## config.mk

```make
export PLATFORM = sky130hd
export DESIGN_NAME = http_content_length_extractor
export DESIGN_NICKNAME = d
export VERILOG_FILES = /design/src/rtl/core/hcl_pkg.sv /design/src/rtl/core/hcl_line_parser.sv /design/src/rtl/core/http_content_length_extractor.sv
export VERILOG_INCLUDE_DIRS = /design/src /design/src/rtl/core
export SDC_FILE = /design/constraint.sdc
export NUM_CORES = 1
export LEC_CHECK = 0
export BUFFER_PORTS_ARGS = -buffer_cell sky130_fd_sc_hd__buf_2
export CAP_MARGIN = 20
export CORE_MARGIN = 1.5
export CORE_UTILIZATION = 55
export DETAILED_ROUTE_END_ITERATION = 10
export PLACE_DENSITY = 0.76
export SYNTH_ARGS = -nofsm -noshare
export SYNTH_HDL_FRONTEND = slang
export SYNTH_SLANG_ARGS = --single-unit
```

## constraint.sdc

```tcl
create_clock -name clk -period 3.4 [get_ports clk]
set_clock_uncertainty 0.2 [all_clocks]
set_input_delay 0.34 -clock clk [delete_from_list [all_inputs] [get_ports clk]]
set_output_delay 0.34 -clock clk [all_outputs]
set_load 0.05 [all_outputs]
```

## src/rtl/core/assert_macros.svh

```systemverilog
// assertion macros used by the rtl line parser
`ifndef ASSERT_MACROS_SVH
`define ASSERT_MACROS_SVH
`ifndef NO_ASSERTIONS
`define ASSERT_IMPLY(label, clk, rst, a, b) \
  label: assert property (@(posedge clk) disable iff (rst) (a) |-> (b)) \
    else $error("assertion failed");
`define ASSERT_NEXT(label, clk, rst, a, b) \
  label: assert property (@(posedge clk) disable iff (rst) (a) |=> (b)) \
    else $error("assertion failed");
`else
`define ASSERT_IMPLY(label, clk, rst, a, b)
`define ASSERT_NEXT(label, clk, rst, a, b)
`endif
`endif

```

## src/rtl/core/hcl_pkg.sv

```systemverilog
// shared types and byte constants for the content-length extractor
`timescale 1ns / 1ps
package hcl_pkg;

  localparam logic [3:0] KEY_LEN = 4'd14;

  localparam logic [7:0] CH_NUL   = 8'h00;
  localparam logic [7:0] CH_TAB   = 8'h09;
  localparam logic [7:0] CH_NL    = 8'h0A;
  localparam logic [7:0] CH_VT    = 8'h0B;
  localparam logic [7:0] CH_FF    = 8'h0C;
  localparam logic [7:0] CH_CR    = 8'h0D;
  localparam logic [7:0] CH_SP    = 8'h20;
  localparam logic [7:0] CH_PLUS  = 8'h2B;
  localparam logic [7:0] CH_MINUS = 8'h2D;
  localparam logic [7:0] CH_ZERO  = 8'h30;
  localparam logic [7:0] CH_NINE  = 8'h39;
  localparam logic [7:0] CH_COLON = 8'h3A;
  localparam logic [7:0] CH_KEY0  = 8'h43;

  typedef enum logic [1:0] {
    PH_SKIP,
    PH_SIGN,
    PH_DIGITS,
    PH_DONE
  } phase_t;

  typedef struct packed {
    logic               emit;
    logic               found;
    logic signed [31:0] length;
  } hcl_result_t;

  // characters of "Content-Length"
  function automatic logic [7:0] key_char(input logic [3:0] idx);
    logic [7:0] c;
    unique case (idx)
      4'd0:    c = 8'h43;
      4'd1:    c = 8'h6F;
      4'd2:    c = 8'h6E;
      4'd3:    c = 8'h74;
      4'd4:    c = 8'h65;
      4'd5:    c = 8'h6E;
      4'd6:    c = 8'h74;
      4'd7:    c = 8'h2D;
      4'd8:    c = 8'h4C;
      4'd9:    c = 8'h65;
      4'd10:   c = 8'h6E;
      4'd11:   c = 8'h67;
      4'd12:   c = 8'h74;
      4'd13:   c = 8'h68;
      default: c = 8'h00;
    endcase
    return c;
  endfunction

  function automatic logic is_blank(input logic [7:0] b);
    return b == CH_SP || b == CH_TAB || b == CH_CR || b == CH_VT || b == CH_FF;
  endfunction

endpackage

```

## src/rtl/core/hcl_line_parser.sv

```systemverilog
// per-line parser state: key match, number after colon, held length
`timescale 1ns / 1ps
`include "assert_macros.svh"
module hcl_line_parser #(
  parameter int VALUE_BITS = 32
) (
  input  logic                clk,
  input  logic                rst,
  input  logic                step,
  input  logic [7:0]          data_byte,
  output hcl_pkg::hcl_result_t res
);

  localparam int MagW = VALUE_BITS - 1;
  localparam logic [MagW+3:0] MagMax = (MagW + 4)'({MagW{1'b1}});

  logic [3:0]            pattern_progress, pattern_progress_next;
  logic                  pattern_seen, pattern_seen_next;
  logic                  colon_seen, colon_seen_next;
  hcl_pkg::phase_t       number_phase, number_phase_next;
  logic                  number_negative, number_negative_next;
  logic [MagW-1:0]       number_magnitude, number_magnitude_next;
  logic                  line_nonblank, line_nonblank_next;
  logic                  line_cut, line_cut_next;
  logic [VALUE_BITS-1:0] length_held, length_held_next;
  logic                  length_seen, length_seen_next;

  logic            is_nl;
  logic            is_digit;
  logic            body_byte;
  logic            num_byte;
  logic [MagW+3:0] mag_x10;
  logic [MagW-1:0] mag_add;
  logic [3:0]      key_next;

  assign is_nl     = data_byte == hcl_pkg::CH_NL;
  assign is_digit  = data_byte >= hcl_pkg::CH_ZERO && data_byte <= hcl_pkg::CH_NINE;
  assign body_byte = step && !is_nl && !line_cut && data_byte != hcl_pkg::CH_NUL;
  assign num_byte  = body_byte && colon_seen;

  // saturating multiply by ten plus digit
  assign mag_x10 = ({4'b0, number_magnitude} << 3) + ({4'b0, number_magnitude} << 1)
                 + (MagW + 4)'(data_byte[3:0]);
  assign mag_add = (mag_x10 > MagMax) ? MagMax[MagW-1:0] : mag_x10[MagW-1:0];

  // number phase
  always_comb begin
    number_phase_next = number_phase;
    if (step && is_nl) begin
      number_phase_next = hcl_pkg::PH_SKIP;
    end else if (num_byte) begin
      unique case (number_phase)
        hcl_pkg::PH_SKIP: begin
          if (hcl_pkg::is_blank(data_byte)) begin
            number_phase_next = hcl_pkg::PH_SKIP;
          end else if (data_byte == hcl_pkg::CH_PLUS || data_byte == hcl_pkg::CH_MINUS) begin
            number_phase_next = hcl_pkg::PH_SIGN;
          end else if (is_digit) begin
            number_phase_next = hcl_pkg::PH_DIGITS;
          end else begin
            number_phase_next = hcl_pkg::PH_DONE;
          end
        end
        hcl_pkg::PH_SIGN, hcl_pkg::PH_DIGITS: begin
          number_phase_next = is_digit ? hcl_pkg::PH_DIGITS : hcl_pkg::PH_DONE;
        end
        hcl_pkg::PH_DONE: number_phase_next = hcl_pkg::PH_DONE;
        default:          number_phase_next = hcl_pkg::PH_DONE;
      endcase
    end
  end

  // key match progress
  always_comb begin
    if (pattern_progress < hcl_pkg::KEY_LEN
        && data_byte == hcl_pkg::key_char(pattern_progress)) begin
      key_next = pattern_progress + 4'd1;
    end else begin
      key_next = (data_byte == hcl_pkg::CH_KEY0) ? 4'd1 : 4'd0;
    end
  end

  // everything else
  always_comb begin
    pattern_progress_next = pattern_progress;
    pattern_seen_next     = pattern_seen;
    colon_seen_next       = colon_seen;
    number_negative_next  = number_negative;
    number_magnitude_next = number_magnitude;
    line_nonblank_next    = line_nonblank;
    line_cut_next         = line_cut;
    length_held_next      = length_held;
    length_seen_next      = length_seen;
    if (step && is_nl) begin
      pattern_progress_next = '0;
      pattern_seen_next     = 1'b0;
      colon_seen_next       = 1'b0;
      number_negative_next  = 1'b0;
      number_magnitude_next = '0;
      line_nonblank_next    = 1'b0;
      line_cut_next         = 1'b0;
      if (!line_nonblank) begin
        length_held_next = '1;
        length_seen_next = 1'b0;
      end else if (pattern_seen) begin
        length_held_next = number_negative ? -{1'b0, number_magnitude}
                                           : {1'b0, number_magnitude};
        length_seen_next = 1'b1;
      end
    end else if (step && !line_cut && data_byte == hcl_pkg::CH_NUL) begin
      line_cut_next = 1'b1;
    end else if (body_byte) begin
      if (!hcl_pkg::is_blank(data_byte)) begin
        line_nonblank_next = 1'b1;
      end
      if (!pattern_seen) begin
        if (key_next == hcl_pkg::KEY_LEN) begin
          pattern_seen_next     = 1'b1;
          pattern_progress_next = '0;
        end else begin
          pattern_progress_next = key_next;
        end
      end
      if (colon_seen) begin
        if (number_phase == hcl_pkg::PH_SKIP
            && (data_byte == hcl_pkg::CH_PLUS || data_byte == hcl_pkg::CH_MINUS)) begin
          number_negative_next = data_byte == hcl_pkg::CH_MINUS;
        end
        if (number_phase != hcl_pkg::PH_DONE && is_digit) begin
          number_magnitude_next = mag_add;
        end
      end else if (data_byte == hcl_pkg::CH_COLON) begin
        colon_seen_next = 1'b1;
      end
    end
  end

  always_ff @(posedge clk) begin
    if (rst) begin
      pattern_progress <= '0;
      pattern_seen     <= 1'b0;
      colon_seen       <= 1'b0;
      number_phase     <= hcl_pkg::PH_SKIP;
      number_negative  <= 1'b0;
      number_magnitude <= '0;
      line_nonblank    <= 1'b0;
      line_cut         <= 1'b0;
      length_held      <= '1;
      length_seen      <= 1'b0;
    end else begin
      pattern_progress <= pattern_progress_next;
      pattern_seen     <= pattern_seen_next;
      colon_seen       <= colon_seen_next;
      number_phase     <= number_phase_next;
      number_negative  <= number_negative_next;
      number_magnitude <= number_magnitude_next;
      line_nonblank    <= line_nonblank_next;
      line_cut         <= line_cut_next;
      length_held      <= length_held_next;
      length_seen      <= length_seen_next;
    end
  end

  assign res.emit   = is_nl && !line_nonblank;
  assign res.found  = length_seen;
  assign res.length = 32'(signed'(length_held));

  `ASSERT_NEXT(a_emit_clears, clk, rst, step && res.emit,
               !length_seen && length_held == '1 && !line_nonblank)
  `ASSERT_IMPLY(a_progress_range, clk, rst, 1'b1, pattern_progress < hcl_pkg::KEY_LEN)
  `ASSERT_IMPLY(a_seen_no_progress, clk, rst, pattern_seen, pattern_progress == '0)
  `ASSERT_IMPLY(a_phase_needs_colon, clk, rst, number_phase != hcl_pkg::PH_SKIP, colon_seen)

endmodule

```

## src/rtl/core/http_content_length_extractor.sv

```systemverilog
// top level of the http content-length extractor
//
//  port group  dir  payload
//  s_*         in   tdata[7:0] header byte
//  m_*         out  tdata[31:0] content length, tuser found flag
//
// one byte per cycle unless a stalled result blocks the input; each byte
// waits in the input register and updates the line state as it leaves it,
// at that same edge its result is registered in the output register
// a result is emitted only on a newline that ends a blank line
// synchronous active-high reset restores the held length to -1
// a stalled result only blocks the input when the next byte would emit too
`timescale 1ns / 1ps
module http_content_length_extractor #(
  parameter int VALUE_BITS = 32
) (
  input  logic        clk,
  input  logic        rst,
  input  logic        s_tvalid,
  output logic        s_tready,
  input  logic [7:0]  s_tdata,   // data_byte
  output logic        m_tvalid,
  input  logic        m_tready,
  output logic [31:0] m_tdata,   // content_length
  output logic        m_tuser    // length_found
);

  logic                 in_valid;
  logic [7:0]           in_byte;
  logic                 advance;
  hcl_pkg::hcl_result_t res;

  assign advance  = in_valid && (!res.emit || !m_tvalid || m_tready);
  assign s_tready = !in_valid || advance;

  always_ff @(posedge clk) begin
    if (rst) begin
      in_valid <= 1'b0;
    end else if (s_tready) begin
      in_valid <= s_tvalid;
    end
  end

  always_ff @(posedge clk) begin
    if (s_tready && s_tvalid) begin
      in_byte <= s_tdata;
    end
  end

  hcl_line_parser #(
    .VALUE_BITS(VALUE_BITS)
  ) u_parser (
    .clk       (clk),
    .rst       (rst),
    .step      (advance),
    .data_byte (in_byte),
    .res       (res)
  );

  always_ff @(posedge clk) begin
    if (rst) begin
      m_tvalid <= 1'b0;
    end else if (advance && res.emit) begin
      m_tvalid <= 1'b1;
    end else if (m_tready) begin
      m_tvalid <= 1'b0;
    end
  end

  always_ff @(posedge clk) begin
    if (advance && res.emit) begin
      m_tdata <= res.length;
      m_tuser <= res.found;
    end
  end

endmodule

```

==> results_dict.tcl, run 1 <==
set metrics [dict create \
    pwr-share-comb_pct 2.8 \
    cellInternalPower_w 0.00281 \
    min_to "m_tvalid" \
    cp_num_buf_inv 5 \
    yosysWarnings 0 \
    postRouteAntennaNets 0 \
    reg2reg_depth 15 \
    io_pins 47 \
    area_growth_syn_to_layout_pct 21.4 \
    initial_utilization_pct 56.6 \
    grt_usage_pct 25.6 \
    antenna_cells 0 \
    dieArea_um2 14400 \
    grt.overflow.total 0 \
    setup_viol 31 \
    r2r-start "in_byte[3]" \
    switching_share_pct 20.2 \
    avgSynthCellArea_um2 9.23 \
    drv_slew 0 \
    routedWlPerCell_um 16.6 \
    rsz0062_at_grt "true" \
    grt_pass1_vias 6224 \
    path_class "register to register" \
    viasPerCell 5.97 \
    final_cell_mix "82 x dfxtp_1, 70 x ha_1, 62 x o21ai_0" \
    yosysUniqueCellTypes 69 \
    final_nets 988 \
    antenna_found_initial 0 \
    relSlewSlack_pct 44.5 \
    netlist_area_um2 7520 \
    dominantRegCellSynth "dfxtp_1" \
    port_buffers 46 \
    root_buffer "clkbuf_16" \
    syn_nets 901 \
    drive_gt1_share_pct 20.4 \
    first_iter_violations 502 \
    async_reset_ff_share_pct 0 \
    worst-path-stages 15 \
    ir_drop_mv 0.317 \
    hold_slack_ns 0.0477 \
    rows 42 \
    p_seq_share_pct 44.3 \
    ys_seq_area_share_pct 38.7 \
    firstDrtPassIters 5 \
    final_common_cell "dfxtp_1" \
    post-route-period-util_pct 102 \
    routed_wl_um 18100 \
    synth_seq_cells 125 \
    r2r-end "u_parser.number_magnitude[5]" \
    drc 0 \
    ff2ff_setup_slack_ns -0.06 \
    clk_pin_slew_ns 0.06 \
    numCtsBuffers 17 \
    startpoint_type "register" \
    min-delay-start "m_tready" \
    crit_chain "inv_2, fa_2, inv_2, ha_4, a21oi_4, o22ai_2, buf_4, a211o_1, a21oi_2, o21ai_1, xor2_1, a2111oi_4, buf_6, clkbuf_16, a21oi_1" \
    grt_pass1_wl_um 29300 \
    cellPowerDensity_nw_per_um2 385 \
    cp_slowest_cell "fa_2" \
    status "finished with violations" \
    worstSkewPairLatency_ns 0.43 \
    vias 6515 \
    synth_area_leader_cell "dfxtp_1" \
    clkPwrFrac_pct 52.9 \
    synth_area_leaders "dfxtp_1 22%, edfxtp_1 16%, ha_1 12%" \
    hold_violations 0 \
    cts_tree "built" \
    hold_depth 3 \
    required_ns 3.51 \
    cts_max_level 4 \
    cp_max_fo 8 \
    max_slew.worst_pin.slew_ns 0.833 \
    synth_top_area_share_pct 22.4 \
    synth_edf_count 41 \
    place_ws_ns -0.139 \
    violations "setup timing" \
    dp_hpwl_um 12500 \
    maxCapViolations 0 \
    hold_class "input port to register" \
    period_minus_slack_ns 3.46 \
    grt_max_degree 35 \
    fin_ws_ns -0.0646 \
    fmax_mhz 289 \
    clock_path_buffers 2 \
    crit_family "compound AO/OA/AOI/OAI gates" \
    crit_top_cell "inv_2" \
    chipWidth_um 120 \
    clock_sinks 125 \
    p_sw_w 0.000710 \
    die_h_um 120 \
    gp_congestion 0.930 \
    critPathMaxStageDelay_ns 0.57 \
    critPathCaptureType "register" \
    netlist_instances 815 \
    p_leak_nw 3.87 \
    critPathArrivalTime_ns 3.57 \
    core_area_um2 13300 \
]
-- power groups by stage --
stage | logic (W) | clock network, W | registers (W)
floorplan | 0.0000561 | 0 | 0.00159
global placement | 0.0000803 | 0 | 0.00159
detailed placement | 0.0000835 | 0 | 0.00159
CTS | 0.0000949 | 0.00188 | 0.00156
global route | 0.000107 | 0.00195 | 0.00156
finish | 0.0000996 | 0.00186 | 0.00156
-- layout make-up --
class                   instances  area [um2]
clock buffers                  20         437
repair buffers                108         805
multi-input cells             620        4470
clock inverters                12         169
fillers                      1003        4160
flip-flops and latches        125        2920
inverters                      30         113
well taps                     176         220
-- synthesized netlist by cell type, types with 9 or more instances --
| library cell | count |
|---|---|
| a21oi_1 | 84 |
| dfxtp_1 | 84 |
| ha_1 | 72 |
| o21ai_0 | 66 |
| nand2_1 | 58 |
| nor2_1 | 49 |
| edfxtp_1 | 41 |
| xnor2_1 | 35 |
| nand2b_1 | 33 |
| xor2_1 | 31 |
| inv_1 | 30 |
| clkbuf_1 | 26 |
| o22ai_1 | 22 |
| nor3_1 | 17 |
| a21o_1 | 11 |
| nand3_1 | 10 |
| nand4_1 | 10 |
| a31oi_1 | 9 |
| o31ai_1 | 9 |
-- tightest hold or removal path, delay by kind of cell --
family                 cells  cell delay, ns
and+or+nand+nor            1            0.12
buffers and inverters      1            0.08
AOI/OAI and AO/OA          1            0.08
-- per-layer routing --
| layer | vias up | GRT usage, % | wire, um |
|---|---|---|---|
| li1 | 3162 | - | - |
| met1 | 3090 | 31.0 | 7600 |
| met2 | 226 | 43.9 | 9090 |
| met3 | 37 | 5.66 | 976 |
| met4 | 0 | 10.4 | 453 |
| met5 | - | 0 | 0 |
-- logic make-up after synthesis --
group,share of synthesized area [%]
compound gates,22.0
xor+xnor,7.69
fa+ha+maj,12.5
buf+inv,4.09
flops,38.7
mux,0.266
simple gates,14.7
-- state kept, by name, summed over array words and instances, names as in the netlist, named ones only --
| name | count |
|---|---|
| m_tuser | 1 |
| u_parser.pattern_progress | 4 |
| m_tdata | 32 |
| m_tvalid | 1 |
| u_parser.number_phase | 2 |
| u_parser.number_negative | 1 |
| u_parser.line_cut | 1 |
| in_byte | 8 |
| u_parser.colon_seen | 1 |
| u_parser.length_held | 32 |
| u_parser.pattern_seen | 1 |
| u_parser.number_magnitude | 31 |
| in_valid | 1 |
| u_parser.length_seen | 1 |
| u_parser.line_nonblank | 1 |
-- stage by stage --
| stage | setup TNS [ns] | total power, W | instance area (um2) | utilization [%] | instances |
|---|---|---|---|---|---|
| floorplan | 0 | 0.00164 | 7520 | - | 815 |
| global placement | -0.602 | 0.00167 | 8110 | 61.0 | 1038 |
| detailed placement | -3.70 | 0.00167 | 8110 | 61.0 | 1038 |
| CTS | -2.00 | 0.00353 | 8970 | 67.5 | 1086 |
| global route | -5.13 | 0.00362 | 9130 | 68.7 | 1091 |
| finish | -0.878 | 0.00352 | 9130 | 68.7 | 1091 |
-- timing repair --
action / in CTS / in global routing
pin swaps: 12 / 13
setup endpoints to repair: 31 / 34
hold endpoints to repair: 9 / 0
setup buffers: 5 / 3
gates resized for setup: 27 / 21
gates cloned: 2 / 1
hold buffers: 9 / 0
-- how the worst max path moves through the flow --
stage / start / endpoint / slack, ns
detailed placement: in_byte[3] / u_parser.number_magnitude[30] / -0.14
finish: in_byte[3] / u_parser.number_magnitude[5] / -0.06
floorplan: in_byte[3] / u_parser.number_magnitude[2] / 0.02
global placement: in_byte[3] / u_parser.number_magnitude[2] / -0.02
CTS: u_parser.number_magnitude[2] / u_parser.number_magnitude[30] / -0.1
global route: in_byte[3] / u_parser.number_magnitude[29] / -0.19
(Power assumes the default switching activity.)
==> inputs of run 2 (changes only) <==
Settings changed: ABC_AREA set to 1.
==> run 2 against run 1 <==
Largest cell class unchanged. Total power decreased by 0.79%. Register-to-register slack improved by 0.25 ns. Combinational power increased by 38%. Final area increased by 11%. Hold slack improved by 0.022 ns. Sequential power about the same. Via count increased by 29%. The run now ends clean. Core utilization decreased by 5.1 points. Clock-buffer cell count decreased by 1.
==> results_dict.tcl, run 2 <==
set metrics [dict create \
    final_nets 1469 \
    synth_edf_count 41 \
    final_common_cell "nand2_1" \
    fin_tns_setup_ns 0 \
    cp_num_buf_inv 4 \
    final_cell_mix "374 x nand2_1, 206 x inv_1, 135 x nor2_1" \
    critPathMaxStageDelay_ns 0.60 \
    cp_slowest_cell "fa_1" \
    clock_sinks 125 \
    synth-simple-area-share_pct 33.5 \
    cts_tree "built" \
    yosysWarnings 0 \
    initial_utilization_pct 56.6 \
    worstSkewPairLatency_ns 0.42 \
    cellPowerDensity_nw_per_um2 343 \
    path_class "register to register" \
    chipWidth_um 131 \
    p_leak_nw 5.44 \
    required_ns 3.51 \
    core_area_um2 16000 \
    fin_ws_ns 0.186 \
    netlist_instances 1325 \
    crit_top_cell "nand2_1" \
    synth_seq_cells 125 \
    yosysUniqueCellTypes 48 \
    grt_pass1_wl_um 37600 \
    ir_drop_mv 0.301 \
    critPathArrivalTime_ns 3.33 \
    period_minus_slack_ns 3.21 \
    rows 46 \
    viasPerCell 5.21 \
    grt_max_degree 56 \
    drive_gt1_share_pct 11.2 \
    drc 0 \
    synth_area_leader_cell "dfxtp_1" \
    grt.overflow.total 0 \
    setup_viol 0 \
    crit_chain "inv_2, fa_1, inv_1, ha_1, nand2_1, nand2_1, nand3_1, nand2_1, nand2_1, nand2_1, nand2_1, nand2_1, nand2_1, nand2_1, nor2_4, clkbuf_16, nand3_1, nand2_1, inv_1" \
    post-route-period-util_pct 94.5 \
    syn_nets 1411 \
    fin_area_um2 10200 \
    area_growth_syn_to_layout_pct 12.4 \
    async_reset_ff_share_pct 0 \
    dp_hpwl_um 17400 \
    antenna_cells 0 \
    n_fill_cell 1487 \
    hold_slack_ns 0.0696 \
    ys_seq_area_share_pct 32.2 \
    first_iter_violations 565 \
    post-cts-setup-buffers 0 \
    dieArea_um2 17200 \
    gp_congestion 0.957 \
    hold_class "input port to register" \
    synth_top_family_by_area "simple AND/OR/NAND/NOR gates" \
    status "complete, no violations" \
    routed_wl_um 22700 \
    grt_usage_pct 26.9 \
    cts_max_level 4 \
    numCtsBuffers 17 \
    synth_mux_area_share_pct 0 \
    postRouteAntennaNets 0 \
    synth_xor_area_share_pct 3.19 \
    reg.largest.list "m_tdata (32), u_parser.length_held (32), u_parser.number_magnitude (31)" \
    drv_slew 0 \
    place_ws_ns 0.272 \
    maxCapViolations 0 \
    relSlewSlack_pct 61.7 \
    cp_max_fo 15 \
    fmax_mhz 311 \
    port_buffers 46 \
    vias 8391 \
    synthTopCellsByCount "374 x nand2_1, 206 x inv_1, 135 x nor2_1" \
    synth_adder_area_share_pct 10.4 \
    root_buffer "clkbuf_16" \
    routedWlPerCell_um 14.1 \
    clock_path_buffers 2 \
    synth_area_leaders "dfxtp_1 19%, nand2_1 16%, edfxtp_1 14%" \
    firstDrtPassIters 6 \
    yosysMostFrequentCell "nand2_1" \
    netlist_area_um2 9050 \
    antenna_found_initial 0 \
    hold_violations 0 \
    avgSynthCellArea_um2 6.83 \
    io_pins 47 \
    ff2ff_setup_slack_ns 0.19 \
    critPathCaptureType "register" \
    synth_compound_area_share_pct 9.22 \
    clk_pin_slew_ns 0.06 \
    max_slew.worst_pin.slew_ns 0.574 \
    startpoint_type "register" \
    grt_pass1_vias 7768 \
    die_h_um 131 \
    synth_top_area_share_pct 18.6 \
    crit_family "simple AND/OR/NAND/NOR gates" \
    dominantRegCellSynth "dfxtp_1" \
    place_area_um2 9460 \
]
==> run 2: cell count changes after synthesis, sizes merged, moves of 13 or more <==
cell    before  now
nand2       58  389
inv         30  224
nor2        49  152
nand3       10  112
nand2b      33    0
xnor2       35    4
o21ai       70   49
clkbuf      26    9
a21oi       87   74
==> run 2: worst paths after layout <==
| path | from | endpoint | cells past startpoint |
|---|---|---|---|
| setup / recovery | in_byte[3] | u_parser.number_magnitude[16] | 19 |
| hold / removal | m_tready | m_tvalid | 4 |
| setup reg to reg | in_byte[3] | u_parser.number_magnitude[16] | 19 |
| hold reg to reg | u_parser.length_held[11] | m_tdata[11] | 0 |
==> run 2: kinds of logic after synthesis <==
| family | Yosys count |
|---|---|
| xor+xnor | 33 |
| simple gates | 687 |
| compound gates | 152 |
| buf+inv | 254 |
| fa+ha+maj | 74 |
| flops | 125 |
==> run 2: area by class of cell <==
type | instances | area (um2) | share of cell area, %
Tap cell | 216 | 270 | 2.66
Clock buffer | 19 | 443 | 4.35
Sequential cell | 125 | 2910 | 28.6
Clock inverter | 13 | 143 | 1.40
Multi-Input combinational cell | 946 | 5110 | 50.2
Timing Repair Buffer | 65 | 440 | 4.33
Inverter | 228 | 860 | 8.45
==> run 2: per-layer routing <==
metal,wire length [um],track usage (%)
met2,9980,42.5
met1,10600,37.2
met3,1530,4.63
met4,566,9.26
met5,0,0
==> run 2: repair_timing <==
| action | 4_1_cts | 5_1_grt |
|---|---|---|
| hold buffers | 10 | 0 |
| endpoints found under the hold margin | 9 | 0 |
| resized for setup | 0 | 1 |
| setup endpoints to repair | 0 | 10 |
==> run 2: where the power goes <==
group	total, W	switching [W]	internal, W
clock network	0.00178	0.000678	0.00110
registers	0.00158	0.0000218	0.00156
logic	0.000137	0.0000859	0.0000509
==> run 2: per-stage QoR <==
stage          std cells  total power, W  utilization, %
2_1_floorplan       1325         0.00170               -
3_3_place_gp        1569         0.00173            59.1
3_5_place_dp        1569         0.00173            59.1
4_1_cts             1611         0.00350            63.4
5_1_grt             1612         0.00360            63.6
6_report            1612         0.00349            63.6
==> run 2: tightest hold or removal path: stages <==
cell     delay, ns
buf_2         0.07
nor2_1        0.04
o21ai_0       0.14
inv_1         0.04
==> inputs of run 3 (changes only) <==
Settings changed: ABC_CLOCK_PERIOD_IN_PS set to 3400, GPL_ROUTABILITY_DRIVEN set to 0, MAX_ROUTING_LAYER set to met4.
==> run 3 against run 2 <==
Clock-buffer cell count is the same. Total power shrank 2.5%. Die area is the same. Final area shrank 0.47%. Non-clock buffer count is the same. Register-to-register slack gained 0.05 ns. Critical path depth shrank 3. Critical path type unchanged. Clock power shrank 5%. Sequential share of layout area grew 0.13 points. Via count shrank 0.13%.
==> results_dict.tcl, run 3 (synthesis gave the netlist of run 2 again) <==
set metrics [dict create \
    firstDrtPassIters 6 \
    rsz0062_at_grt "false" \
    setup_viol 0 \
    dp.cells 1570 \
    routed_wl_um 22200 \
    cts_max_level 4 \
    grt_max_degree 56 \
    cp_max_fo 31 \
    place_area_um2 9470 \
    reg.largest.list "m_tdata (32), u_parser.length_held (32), u_parser.number_magnitude (31)" \
    startpoint_type "register" \
    hold_class "input port to register" \
    numCtsBuffers 17 \
    drv_slew 0 \
    fmax_mhz 317 \
    first_iter_violations 734 \
    status "complete, no violations" \
    cellPowerDensity_nw_per_um2 336 \
    required_ns 3.56 \
    routedWlPerCell_um 13.8 \
    antenna_cells 0 \
    critPathMaxStageDelay_ns 0.50 \
    final_common_cell "nand2_1" \
    final_util_pct 63.3 \
    grt_usage_pct 27.0 \
    vias 8380 \
    path_class "register to register" \
    maxCapViolations 0 \
    critPathArrivalTime_ns 3.32 \
    core_area_um2 16000 \
    worstSkewPairLatency_ns 0.42 \
    antenna_found_initial 0 \
    chipWidth_um 131 \
    clock_path_buffers 2 \
    clk_pin_slew_ns 0.06 \
    fin_tns_setup_ns 0 \
    clock_sinks 125 \
    p_leak_nw 5.42 \
    initial_utilization_pct 56.6 \
    port_buffers 46 \
    root_buffer "clkbuf_16" \
    hold_slack_ns 0.0687 \
    period_minus_slack_ns 3.16 \
    ir_drop_mv 0.235 \
    hold_violations 0 \
    cts_tree "built" \
    drive_gt1_share_pct 11.2 \
    final_nets 1469 \
    grt_pass1_wl_um 37100 \
    post-route-period-util_pct 92.9 \
    dieArea_um2 17200 \
    max_slew.worst_pin.slew_ns 0.609 \
    postRouteAntennaNets 0 \
    viasPerCell 5.20 \
    relSlewSlack_pct 59.4 \
    critPathCaptureType "register" \
    grt.overflow.total 0 \
    io_pins 47 \
    rows 46 \
    drc 0 \
    area_growth_syn_to_layout_pct 11.9 \
    final_cell_mix "374 x nand2_1, 206 x inv_1, 135 x nor2_1" \
    dp_hpwl_um 17100 \
    die_h_um 131 \
    grt_pass1_vias 7715 \
    cp_slowest_cell "edfxtp_1" \
    crit_chain "ha_1, ha_1, inv_1, fa_1, inv_1, nand3_1, nand3_1, nand2_1, a21oi_1, nor2_1, o21ai_2, nor2_4, buf_12, nand3_1, nand2_1, inv_1" \
    stdcell_count 1612 \
    fin_area_um2 10100 \
]
## run 3: final timing paths
check | cells after the start | endpoint | slack, ns | startpoint
worst min register to register | 0 | m_tdata[13] | 0.23 | u_parser.length_held[13]
worst max-delay path | 16 | u_parser.number_magnitude[13] | 0.24 | in_byte[2]
worst max register to register | 16 | u_parser.number_magnitude[13] | 0.24 | in_byte[2]
worst min-delay path | 4 | m_tvalid | 0.07 | m_tready
## run 3: where the power goes
group | internal (W) | switching, W | total [W]
registers | 0.00156 | 0.0000201 | 0.00158
clock network | 0.00102 | 0.000668 | 0.00169
logic | 0.0000513 | 0.0000853 | 0.000137
## run 3: per-stage QoR
stage | total power (W) | worst slack [ns]
2_1_floorplan | 0.00170 | 0.649
3_3_place_gp | 0.00173 | 0.352
3_5_place_dp | 0.00173 | 0.298
4_1_cts | 0.00341 | 0.255
5_1_grt | 0.00351 | 0.0210
6_report | 0.00340 | 0.241
## run 3: layout make-up
cell class / instances / area, um2
fillers: 1477 / 5870
multi-input cells: 946 / 5100
flip-flops and latches: 125 / 2910
inverters: 228 / 860
clock buffers: 19 / 443
repair buffers: 65 / 423
well taps: 216 / 270
clock inverters: 13 / 118
## run 3: timing repair
| item | CTS | global route |
|---|---|---|
| endpoints found under the setup margin | 0 | 0 |
| resized for setup | 0 | 0 |
| hold endpoints to repair | 9 | 0 |
| hold buffers | 10 | 0 |
| buffers inserted | 0 | 0 |
## run 3: layer usage
metal | track usage, % | share of wire, % | wire [um] | up-vias
met2 | 42.9 | 45 | 9960 | 273
met5 | - | 0 | 0 | -
li1 | - | - | - | 4341
met3 | 3.47 | 5.8 | 1300 | 43
met1 | 36.1 | 47 | 10500 | 3723
met4 | 8.27 | 2.1 | 465 | 0
## run 3: critical path: cells and delay by family (launching register included)
family                   cells  cell delay [ns]
buffers and inverters        4             0.41
AND/OR/NAND/NOR              7             0.63
adder cells (fa/ha/maj)      3             0.96
flip-flops                   1             0.50
AO/OA/AOI/OAI                2             0.38
